### config.mk
export PLATFORM = sky130hd
export DESIGN_NAME = dense_prim_mst_weight
export DESIGN_NICKNAME = d
export VERILOG_FILES = /design/src/sv/dpmw_pkg.sv /design/src/sv/dense_prim_mst_weight.sv /design/src/sv/dpmw_dp.sv /design/src/sv/dpmw_ctrl.sv
export SDC_FILE = /design/constraint.sdc
export NUM_CORES = 2
export LEC_CHECK = 0
export ABC_AREA = 1
export BUFFER_PORTS_ARGS = -buffer_cell sky130_fd_sc_hd__buf_2
export CORE_MARGIN = 3
export CORE_UTILIZATION = 32
export DETAILED_ROUTE_END_ITERATION = 10
export GPL_ROUTABILITY_DRIVEN = 1
export PLACE_DENSITY = 0.57
export SYNTH_ARGS = -nofsm -noshare
export SYNTH_HDL_FRONTEND = slang
export SYNTH_MEMORY_MAX_BITS = 65536
export SYNTH_SLANG_ARGS = --single-unit
### constraint.sdc
create_clock -name clk_i -period 3.6 [get_ports clk_i]
set_clock_uncertainty 0.05 [all_clocks]
set_input_delay 0.18 -clock clk_i [delete_from_list [all_inputs] [get_ports clk_i]]
set_output_delay 0.18 -clock clk_i [all_outputs]
set_load 0.005 [all_outputs]
### src/sv/dpmw_pkg.sv
// Package for the dense Prim spanning tree block: payload structs, request codes,
// defaults and the command and status groups between controller and datapath.
// No dependencies.
package dpmw_pkg;

  localparam int MAX_VERTICES_DEF = 16;
  localparam int WEIGHT_BITS_DEF  = 16;
  localparam int TOTAL_BITS       = 20;
  localparam int SIZE_BITS        = 5;

  localparam logic [1:0] REQ_WEIGHT = 2'd0;
  localparam logic [1:0] REQ_SUBSET = 2'd1;
  localparam logic [1:0] REQ_START  = 2'd2;

  typedef struct packed {
    logic [1:0]  req_type;
    logic [3:0]  from_vertex;
    logic [3:0]  to_vertex;
    logic [15:0] weight;
    logic [3:0]  slot;
    logic [3:0]  member;
  } dpmw_in_t;

  typedef struct packed {
    logic [TOTAL_BITS-1:0] total_weight;
    logic                  connected;
  } dpmw_out_t;

  typedef struct packed {
    logic load_w;
    logic load_s;
    logic init_run;
    logic fetch_row;
    logic latch_row;
    logic scan_start;
    logic scan_issue;
    logic commit;
    logic emit;
    logic emit_ok;
  } dpmw_cmd_t;

  typedef struct packed {
    logic n_one;
    logic scan_last;
    logic pipe_busy;
    logic found;
    logic last_add;
  } dpmw_sts_t;

endpackage

### src/sv/dense_prim_mst_weight.sv
// Channel   Signals                              Moves
// in        in_valid_i / in_stall_o / in_data_i  one load or start item
// out       out_valid_o / out_stall_i / out_data_o  one result item per start
// cfg       cfg_wr_en_i / cfg_wr_data_i          subset size write, taken at once
// A start with n vertices runs up to n - 1 relaxation passes, each made of the row fetch,
// the row latch, n - 1 issues into the three-stage pipeline, the pipeline drain and a check
// that commits the best candidate or, if none was found, ends the start; the emit follows.
// Reset clears the control state; memory contents are kept undefined until written.
// A result held by out_stall_i does not block loads, but a start finishes only once
// the output register is free.
module dense_prim_mst_weight #(
  parameter int MAX_VERTICES = dpmw_pkg::MAX_VERTICES_DEF,
  parameter int WEIGHT_BITS  = dpmw_pkg::WEIGHT_BITS_DEF
) (
  input  logic                           clk_i,
  input  logic                           rst_ni,
  input  logic                           cfg_wr_en_i,
  input  logic [dpmw_pkg::SIZE_BITS-1:0] cfg_wr_data_i,
  input  logic                           in_valid_i,
  output logic                           in_stall_o,
  input  dpmw_pkg::dpmw_in_t             in_data_i,
  output logic                           out_valid_o,
  input  logic                           out_stall_i,
  output dpmw_pkg::dpmw_out_t            out_data_o
);
  import dpmw_pkg::*;

  dpmw_cmd_t cmd;
  dpmw_sts_t sts;

  dpmw_ctrl u_ctrl (
    .clk_i       (clk_i),
    .rst_ni      (rst_ni),
    .in_valid_i  (in_valid_i),
    .req_type_i  (in_data_i.req_type),
    .in_stall_o  (in_stall_o),
    .out_valid_o (out_valid_o),
    .out_stall_i (out_stall_i),
    .sts_i       (sts),
    .cmd_o       (cmd)
  );

  dpmw_dp #(
    .MAX_VERTICES (MAX_VERTICES),
    .WEIGHT_BITS  (WEIGHT_BITS)
  ) u_dp (
    .clk_i         (clk_i),
    .rst_ni        (rst_ni),
    .cfg_wr_en_i   (cfg_wr_en_i),
    .cfg_wr_data_i (cfg_wr_data_i),
    .in_data_i     (in_data_i),
    .cmd_i         (cmd),
    .sts_o         (sts),
    .out_data_o    (out_data_o)
  );

endmodule

### src/sv/dpmw_dp.sv
// Datapath of the spanning tree block: weight matrix, subset list and best link
// memories, the three-stage relaxation pipeline, minimum tracking and the result register.
// Depends on dpmw_pkg.
module dpmw_dp #(
  parameter int MAX_VERTICES = dpmw_pkg::MAX_VERTICES_DEF,
  parameter int WEIGHT_BITS  = dpmw_pkg::WEIGHT_BITS_DEF
) (
  input  logic                              clk_i,
  input  logic                              rst_ni,
  input  logic                              cfg_wr_en_i,
  input  logic [dpmw_pkg::SIZE_BITS-1:0]    cfg_wr_data_i,
  input  dpmw_pkg::dpmw_in_t                in_data_i,
  input  dpmw_pkg::dpmw_cmd_t               cmd_i,
  output dpmw_pkg::dpmw_sts_t               sts_o,
  output dpmw_pkg::dpmw_out_t               out_data_o
);
  import dpmw_pkg::*;

  localparam int VW    = $clog2(MAX_VERTICES);
  localparam int NB    = VW + 1;
  localparam int DEPTH = MAX_VERTICES * MAX_VERTICES;
  localparam int AW    = $clog2(DEPTH);
  localparam logic [WEIGHT_BITS-1:0] WMASK = {WEIGHT_BITS{1'b1}};

  logic [WEIGHT_BITS-1:0] wmem [DEPTH];
  logic [VW-1:0]          smem [MAX_VERTICES];
  logic [WEIGHT_BITS-1:0] bmem [MAX_VERTICES];

  logic [SIZE_BITS-1:0]   size_q;
  logic [NB-1:0]          n_q, n_d;
  logic [MAX_VERTICES-1:0] in_tree_q;
  logic [VW-1:0]          pick_q, row_q, scan_p_q, added_q;
  logic                   init_q;
  logic [TOTAL_BITS-1:0]  total_q;
  logic [WEIGHT_BITS-1:0] low_q;
  logic [VW-1:0]          cand_q;
  logic                   found_q;
  logic                   v1_q, v2_q;
  logic [VW-1:0]          p1_q, p2_q;
  logic [VW-1:0]          s_rd_q;
  logic [WEIGHT_BITS-1:0] w_rd_q, b_rd_q;
  logic [VW-1:0]          s_raddr;
  logic [AW-1:0]          w_waddr, w_raddr;
  logic                   w_in_range, s_in_range;
  logic [WEIGHT_BITS-1:0] nb;
  logic                   relax;
  dpmw_out_t              out_q;

  // Effective vertex count: zero counts as one, anything above the capacity saturates.
  always_comb begin
    if (size_q <= SIZE_BITS'(1)) begin
      n_d = NB'(1);
    end else if (32'(size_q) > MAX_VERTICES) begin
      n_d = NB'(MAX_VERTICES);
    end else begin
      n_d = NB'(size_q);
    end
  end

  assign w_in_range = (32'(in_data_i.from_vertex) < MAX_VERTICES) &&
                      (32'(in_data_i.to_vertex) < MAX_VERTICES);
  assign s_in_range = (32'(in_data_i.slot) < MAX_VERTICES) &&
                      (32'(in_data_i.member) < MAX_VERTICES);
  assign w_waddr = AW'(32'(in_data_i.from_vertex) * MAX_VERTICES + 32'(in_data_i.to_vertex));
  assign w_raddr = AW'(32'(row_q) * MAX_VERTICES + 32'(s_rd_q));
  assign s_raddr = cmd_i.fetch_row ? pick_q : scan_p_q;

  // The first pass takes the edge from the root as it stands; later passes keep the lower.
  always_comb begin
    if (init_q || (w_rd_q < b_rd_q)) begin
      nb = w_rd_q;
    end else begin
      nb = b_rd_q;
    end
  end
  assign relax = v2_q && !in_tree_q[p2_q];

  always_ff @(posedge clk_i) begin
    if (cmd_i.load_w && w_in_range) begin
      wmem[w_waddr] <= WEIGHT_BITS'(in_data_i.weight);
    end
    w_rd_q <= wmem[w_raddr];
  end

  always_ff @(posedge clk_i) begin
    if (cmd_i.load_s && s_in_range) begin
      smem[VW'(in_data_i.slot)] <= VW'(in_data_i.member);
    end
    s_rd_q <= smem[s_raddr];
  end

  always_ff @(posedge clk_i) begin
    if (relax) begin
      bmem[p2_q] <= nb;
    end
    b_rd_q <= bmem[p1_q];
  end

  always_ff @(posedge clk_i) begin
    p1_q <= scan_p_q;
    p2_q <= p1_q;
    if (cmd_i.latch_row) begin
      row_q <= s_rd_q;
    end
    if (cmd_i.emit) begin
      out_q.total_weight <= cmd_i.emit_ok ? total_q : '0;
      out_q.connected    <= cmd_i.emit_ok;
    end
  end

  always_ff @(posedge clk_i or negedge rst_ni) begin
    if (!rst_ni) begin
      size_q    <= SIZE_BITS'(1);
      n_q       <= NB'(1);
      in_tree_q <= '0;
      pick_q    <= '0;
      scan_p_q  <= '0;
      added_q   <= '0;
      init_q    <= 1'b0;
      total_q   <= '0;
      low_q     <= WMASK;
      cand_q    <= '0;
      found_q   <= 1'b0;
      v1_q      <= 1'b0;
      v2_q      <= 1'b0;
    end else begin
      if (cfg_wr_en_i) begin
        size_q <= cfg_wr_data_i;
      end
      v1_q <= cmd_i.scan_issue;
      v2_q <= v1_q;
      if (cmd_i.init_run) begin
        n_q       <= n_d;
        in_tree_q <= MAX_VERTICES'(1);
        pick_q    <= '0;
        added_q   <= '0;
        init_q    <= 1'b1;
        total_q   <= '0;
      end
      if (cmd_i.scan_start) begin
        scan_p_q <= VW'(1);
        low_q    <= WMASK;
        cand_q   <= '0;
        found_q  <= 1'b0;
      end else if (cmd_i.scan_issue) begin
        scan_p_q <= scan_p_q + VW'(1);
      end
      // Strictly lower only, so ties stay with the lower position scanned first.
      if (relax && (nb < low_q)) begin
        low_q   <= nb;
        cand_q  <= p2_q;
        found_q <= 1'b1;
      end
      if (cmd_i.commit) begin
        total_q           <= total_q + TOTAL_BITS'(low_q);
        in_tree_q[cand_q] <= 1'b1;
        pick_q            <= cand_q;
        added_q           <= added_q + VW'(1);
        init_q            <= 1'b0;
      end
    end
  end

  assign sts_o.n_one     = (n_d == NB'(1));
  assign sts_o.scan_last = (scan_p_q == VW'(n_q - NB'(1)));
  assign sts_o.pipe_busy = v1_q || v2_q;
  assign sts_o.found     = found_q;
  assign sts_o.last_add  = ((NB'(added_q) + NB'(2)) == n_q);
  assign out_data_o      = out_q;

endmodule

### src/sv/dpmw_ctrl.sv
// Controller of the spanning tree block: request decode, the pass sequencer
// and the output valid register. Depends on dpmw_pkg.
module dpmw_ctrl (
  input  logic                 clk_i,
  input  logic                 rst_ni,
  input  logic                 in_valid_i,
  input  logic [1:0]           req_type_i,
  output logic                 in_stall_o,
  output logic                 out_valid_o,
  input  logic                 out_stall_i,
  input  dpmw_pkg::dpmw_sts_t  sts_i,
  output dpmw_pkg::dpmw_cmd_t  cmd_o
);
  import dpmw_pkg::*;

  localparam logic [2:0] S_IDLE  = 3'd0;
  localparam logic [2:0] S_ROW   = 3'd1;
  localparam logic [2:0] S_LATCH = 3'd2;
  localparam logic [2:0] S_SCAN  = 3'd3;
  localparam logic [2:0] S_DRAIN = 3'd4;
  localparam logic [2:0] S_CHECK = 3'd5;
  localparam logic [2:0] S_DONE  = 3'd6;

  logic [2:0] state_q, state_d;
  logic       ok_q, ok_d;
  logic       out_valid_q, out_valid_d;
  logic       in_fire, slot_free;

  assign in_fire   = in_valid_i && (state_q == S_IDLE);
  assign slot_free = !out_valid_q || !out_stall_i;

  always_comb begin
    state_d     = state_q;
    ok_d        = ok_q;
    cmd_o       = '0;
    out_valid_d = out_valid_q && out_stall_i;
    cmd_o.load_w = in_fire && (req_type_i == REQ_WEIGHT);
    cmd_o.load_s = in_fire && (req_type_i == REQ_SUBSET);
    case (state_q)
      S_IDLE: begin
        if (in_fire && (req_type_i == REQ_START)) begin
          cmd_o.init_run = 1'b1;
          ok_d           = 1'b1;
          state_d        = sts_i.n_one ? S_DONE : S_ROW;
        end
      end
      S_ROW: begin
        cmd_o.fetch_row = 1'b1;
        state_d         = S_LATCH;
      end
      S_LATCH: begin
        cmd_o.latch_row  = 1'b1;
        cmd_o.scan_start = 1'b1;
        state_d          = S_SCAN;
      end
      S_SCAN: begin
        cmd_o.scan_issue = 1'b1;
        if (sts_i.scan_last) begin
          state_d = S_DRAIN;
        end
      end
      S_DRAIN: begin
        if (!sts_i.pipe_busy) begin
          state_d = S_CHECK;
        end
      end
      S_CHECK: begin
        if (!sts_i.found) begin
          ok_d    = 1'b0;
          state_d = S_DONE;
        end else begin
          cmd_o.commit = 1'b1;
          state_d      = sts_i.last_add ? S_DONE : S_ROW;
        end
      end
      S_DONE: begin
        if (slot_free) begin
          cmd_o.emit    = 1'b1;
          cmd_o.emit_ok = ok_q;
          out_valid_d   = 1'b1;
          state_d       = S_IDLE;
        end
      end
      default: begin
        state_d = S_IDLE;
      end
    endcase
  end

  always_ff @(posedge clk_i or negedge rst_ni) begin
    if (!rst_ni) begin
      state_q     <= S_IDLE;
      ok_q        <= 1'b0;
      out_valid_q <= 1'b0;
    end else begin
      state_q     <= state_d;
      ok_q        <= ok_d;
      out_valid_q <= out_valid_d;
    end
  end

  assign in_stall_o  = (state_q != S_IDLE);
  assign out_valid_o = out_valid_q;

endmodule

-- Yosys cells after proc, flatten, opt, wreduce, memory -nomap -nowiden
Memory sizes are Yosys's and may differ from the RTL's. A register that Yosys moved wholly into a read port is not among the register bits.
Index checks and enable logic that the tools add are counted.
- shift-type cells: 0
- multiplexer cells: 53
- reductions and logical operators: 23
- $lt $le $gt $ge: 7
- divide/modulo/power cells: 0
- add/sub/neg operators: 7
- bitwise gates (word level): 1
- multipliers: 0
- equality and inequality tests: 16
- operator list (kind ; count):
    two-way mux 16 bit ; 5
    two-way mux 20 bit ; 2
    < comparator 16 bit ; 2
    two-way mux 4 bit ; 8
    two-way mux 1 bit ; 22
    two-way mux 3 bit ; 7
    case mux 3 bit (7 select lines) ; 1
    adder 20 x 16 -> 20 bit ; 1
    adder 8 x 4 -> 8 bit ; 2
    OR 16 bit ; 1
    < comparator 4 x 5 -> 1 bit, second input constant ; 2
    two-way mux 5 bit ; 2
    == test 3 bit, second input constant ; 3
    adder 4 x 1 -> 4 bit, second input constant ; 2
    logical AND 1 bit ; 8
    != test 2 bit, second input constant ; 4
    nonzero test 2 bit ; 4
    == test 3 x 2 -> 1 bit, second input constant ; 2
    two-way mux 2 bit ; 3
    adder 4 x 2 -> 5 bit, second input constant ; 1
    == test 5 x 1 -> 1 bit, second input constant ; 1
    == test 5 bit ; 1
    greater-than comparator 5 bit, second input constant ; 1
    <= comparator 5 x 1 -> 1 bit, second input constant ; 1
    17 further kinds ; 21
- output and inout port bits: 23
- input port bits: 44
- memory bits (writable): 4416
- logic and storage cells: 131
- bits in registers: 120
- latch bits: 0
- ROM bits: 0
- memories: 3
- memories (name ; words ; width ; rd ports ; clocked after memory_dff ; write ports ; RTL line ; RTL):
    u_dp.wmem ; 256 ; 16 ; 1 ; 1 ; 1 ; dpmw_dp.sv:25 ; logic [WEIGHT_BITS-1:0] wmem [DEPTH];
    u_dp.bmem ; 16 ; 16 ; 1 ; 1 ; 1 ; dpmw_dp.sv:27 ; logic [WEIGHT_BITS-1:0] bmem [MAX_VERTICES];
    u_dp.smem ; 16 ; 4 ; 1 ; 1 ; 1 ; dpmw_dp.sv:26 ; logic [VW-1:0] smem [MAX_VERTICES];

-- Logic depth before layout (Yosys ltp)
- depth in word-level cells: 8
- gate-level depth with buffers: 27
- depth with buffers taken out: 25

-- By module
A second synthesis with hierarchy kept.
- cell total of the unflattened synthesis: 14061
- area total of the unflattened synthesis: 181738.1 um2
- by module, submodules not included (module ; cells an instance ; times used ; area each (um2)):
    dpmw_dp ; 13985 ; 1 ; 181301.4
    dpmw_ctrl ; 76 ; 1 ; 436.7

-- Least setup slack after synthesis
Ideal clock, no wire load.
- path kind: reg2reg
- start: register u_dp.b_rd_q[15], read port of u_dp.bmem
- end: register u_dp.low_q[10]
- arrival: 3.776 ns
- cell stages (with the launch flop): 23
- required time: 3.489 ns
- slack: -0.287 ns
- cell sequence: dfxtp_1 inv_1 ha_1 nand2_1 inv_1 nand3_1 nor3_1 nand2_1 nand2_1 nand2_1 clkbuf_1 o21ai_0 ha_1 a21oi_1 nor2_1 a211oi_1 o221ai_1 nor3_4 nand2_2 nand2_2 buf_4 nand2_1 nand2_1
- word-level cells in the longest chain between the ends: 6
- elaborated cells between the ends (all ways): 7
- classes of those cells: order compare (2); mux (2); reduce/logical (3)
- ends and longest elaborated chain (what ; RTL line ; RTL):
    start, declared ; dpmw_dp.sv:41 ; logic [WEIGHT_BITS-1:0] w_rd_q, b_rd_q;
    < comparator 16 bit (*) ; dpmw_dp.sv:70 ; if (init_q || (w_rd_q < b_rd_q)) begin
    logical OR 1 bit (*) ; dpmw_dp.sv:70 ;
    two-way mux 16 bit (*) ; dpmw_dp.sv:70 ;
    via u_dp.nb[9] ; dpmw_dp.sv:45 ; logic [WEIGHT_BITS-1:0] nb;
    < comparator 16 bit (*) ; dpmw_dp.sv:149 ; if (relax && (nb < low_q)) begin
    logical AND 1 bit (*) ; dpmw_dp.sv:149 ;
    two-way mux 16 bit or nonzero test 2 bit (tied branches) ; n/a ;
    end signal, assigned ; dpmw_dp.sv:150 ; low_q <= nb;
    end, declared ; dpmw_dp.sv:35 ; logic [WEIGHT_BITS-1:0] low_q;
The timed path passes the listed nets; every way through them passes the cells marked *.
A chain may end at the register's enable or synchronous reset.

-- Worst setup path in the final report
- start: register u_dp.s_rd_q[0], read port of u_dp.smem
- end: register u_dp.w_rd_q[4], read port of u_dp.wmem
- word-level cells in the longest chain between the ends: 1
- ends and longest elaborated chain (what ; RTL line ; RTL):
    start, declared ; dpmw_dp.sv:40 ; logic [VW-1:0] s_rd_q;
    adder 8 x 4 -> 8 bit ; dpmw_dp.sv:65 ; assign w_raddr = AW'(32'(row_q) * MAX_VERTICES + 32'(s_rd_q));
    end, declared ; dpmw_dp.sv:41 ;
Every way passes these cells.

==> impl_metrics.tcl <==
set metrics [dict create \
    gr-total-overflow 0 \
    dpl_cell_area_sq_um 197000 \
    wl_per_cell_um 25.1 \
    post_cts_buffers 0 \
    syn_area_per_cell_sq_um 13.0 \
    swShare_pct 37.6 \
    io_buffers 66 \
    design_area_sq_um 213000 \
    clk_pin_slew_ns 0.06 \
    final_cell_mix "edfxtp_1 (4441), nor2_1 (2916), o21ai_0 (2588)" \
    worst_pin_slew_ns 1.34 \
    synthesis.nets 14100 \
    comb_power_share_pct 36.1 \
    area_growth_pct 17.8 \
    die_w_um 758 \
    numClockSinks 4572 \
    rsz0062_at_grt "true" \
    finalHoldViolations 0 \
    die_h_um 758 \
    finalNetCount 14700 \
    core_sq_um 563000 \
    fillers 53100 \
    fin_setup_tns_ns 0 \
    first_global_vias 112000 \
    fmax_mhz 278 \
    drive_above_1_share_pct 12.2 \
    drc 0 \
    via_per_inst 5.35 \
    cts-root-buf "clkbuf_16" \
    setup_viol 0 \
    post-route-period-util_pct 99.9 \
    synth_edf_count 4441 \
    cts_tree "yes" \
    cts_made_buffers 470 \
    power.internal_uw 107000 \
    synthArstFlopShare_pct 1.90 \
    htree_num_levels 5 \
    synthCells 14000 \
    clock_path_buffers 4 \
    grt_pass1_wl_mm 808 \
    finalWirelength_mm 563 \
    cp-end-kind "flop" \
    final_util_pct 37.9 \
    start_util_pct 32.2 \
    cp-start-kind "flop" \
    final_common_cell "edfxtp_1" \
    grtUsageTotal_pct 18.8 \
    yosysWarnings 0 \
    ant_nets 0 \
    power.density_nw_per_um2 804 \
    post-dp-hpwl_mm 335 \
    worstPathArrival_ns 4.44 \
    leakage_uw 0.0694 \
    status "finished, final reports clean" \
    post_synth_num_cell_types 47 \
    crit_path_max_fanout 25 \
    critPathKind "flop to flop" \
    maxCapViolations 0 \
    drt-pass1-iter-count 6 \
    vias 120000 \
    maxSlewHeadroom_pct 10.6 \
    hold_class "input pin to flop" \
    synth.cell_area_sq_um 181000 \
    finalMaxSlewViolations 0 \
    worstPathRequired_ns 4.44 \
    dr.first_iter.drc_count 15100 \
    p_clk_share_pct 28.3 \
    ir_drop_mv 0.514 \
    switchingPower_uw 64400 \
    synth-seq-area-share_pct 75.3 \
    boundaryPins 67 \
    grt_max_degree 141 \
    synth-seq-cells 4572 \
    power_frac_seq_pct 35.5 \
    synth_flop_cell "edfxtp_1" \
    antenna_found_initial 27 \
    rows 275 \
    clk_latency_ns 1.02 \
    period_needed_ns 3.60 \
    die-area_sq_um 575000 \
    finalPower_uw 172000 \
    routabilityCongestion 0.872 \
]
worst paths after layout:
check	to	cells past startpoint	from	slack, ns
max in group asynchronous	u_dp.in_tree_q[13]	4	rst_ni	2.83
setup / recovery	u_dp.w_rd_q[4]	13	u_dp.s_rd_q[0]	0.003
hold / removal	u_dp.wmem[57][15]	2	in_data_i[23]	0.08
min in group asynchronous	u_dp.n_q[0]	3	rst_ni	0.26
hold reg to reg	u_dp.v2_q	0	u_dp.v1_q	0.33
setup reg to reg	u_dp.w_rd_q[4]	13	u_dp.s_rd_q[0]	0.003
timing repair:
action	4_1_cts	5_1_grt
setup endpoints to repair	19	1236
endpoints found under the hold margin	3412	0
hold buffers	59	0
gates resized for setup	11	42
cloned	1	0
pin swaps	0	1
synthesized netlist by cell type (2+ instances only):
cell type,instances,area (sq um)
nand3_1,247,1240
dfxtp_1,44,881
clkinv_1,4,15.0
buf_4,72,541
o221ai_1,15,131
ha_1,50,626
dfstp_2,18,473
a22oi_1,2,15.0
a21o_1,3,22.5
o211ai_1,70,526
o21ai_0,2609,13100
a31oi_1,6,37.5
dfrtp_1,69,1730
clkbuf_1,628,2360
a221oi_1,2,17.5
a211oi_1,2,15.0
o21ai_1,102,510
a21oi_1,138,691
o2111ai_1,2,17.5
xnor2_1,9,78.8
nand2_2,3,18.8
o22ai_1,1282,8020
nor3_1,43,215
o32ai_1,21,184
buf_1,28,105
buf_8,3,45.0
inv_1,229,860
edfxtp_1,4441,133000
xor2_1,10,87.6
mux2i_1,64,641
o31ai_1,10,75.1
buf_6,18,203
nand4_1,4,25.0
buf_2,257,1290
nor2_1,2926,11000
inv_2,3,11.3
nand2_1,533,2000
metrics by stage:
step	hold WS (ns)	setup slack (ns)	instances
after global placement	0.313	-0.206	21500
after floorplan	-0.166	0.0270	14000
final	0.0814	0.00305	22500
after CTS	0.00729	-0.00236	22400
after detailed placement	0.312	-0.147	21500
after global routing	0.0526	-0.104	22400
per-layer routing:
metal | routed length (um) | global-route usage [%]
met3 | 46600 | 2.78
met4 | 17200 | 5.46
met1 | 238000 | 26.6
met2 | 261000 | 30.0
met5 | 61 | 0
logic make-up after synthesis:
family	after synthesis	synth area share, %
and+or+nand+nor	3760	8.01
AOI/OAI and AO/OA	4267	12.9
muxes	65	0.360
buffers and inverters	1243	3.00
DFF	4572	75.3
adders and majority gates	51	0.356
xor gates and xnor gates	19	0.0918
flip-flops by register name (all words and copies together), names as in the netlist, 16 cells and up:
name,cells
u_dp.b_rd_q,16
u_dp.smem,64
u_dp.w_rd_q,16
u_dp.bmem,256
u_dp.out_data_o,21
u_dp.low_q,16
u_dp.wmem,4096
u_dp.total_q,20
u_dp.in_tree_q,16
worst max-delay path, cell delays in order (launching register included):
cell and delay, ns:
dfxtp_4 0.54, inv_16 0.18, buf_12 0.26, buf_4 0.20, o21ai_0 0.16, o22ai_1 0.11
o21ai_1 0.34, o22ai_1 0.18, o21ai_1 0.29, o22ai_1 0.19, buf_4 0.19, nor2_2 0.41
o21ai_1 0.14, buf_4 0.15
power by group through the flow:
stage / clock network [uW] / logic, uW / registers (uW)
after floorplan: 0 / 33800 / 61300
after global routing: 51300 / 66500 / 61000
after CTS: 49300 / 61100 / 60900
after detailed placement: 0 / 60700 / 62100
after global placement: 0 / 60600 / 62100
final: 48600 / 61900 / 61000
layout make-up:
| class | count | area (sq um) | share of cell area, % |
|---|---|---|---|
| flip-flops and latches | 4572 | 136000 | 64.0 |
| multi-input cells | 8162 | 39700 | 18.6 |
| clock buffers | 598 | 12500 | 5.84 |
| repair buffers | 1121 | 11600 | 5.46 |
| well taps | 7479 | 9360 | 4.39 |
| clock inverters | 276 | 2810 | 1.32 |
| inverters | 237 | 935 | 0.438 |
| diodes | 9 | 22.5 | 0.0106 |
Note: power is estimated with default switching activity, not from simulation.
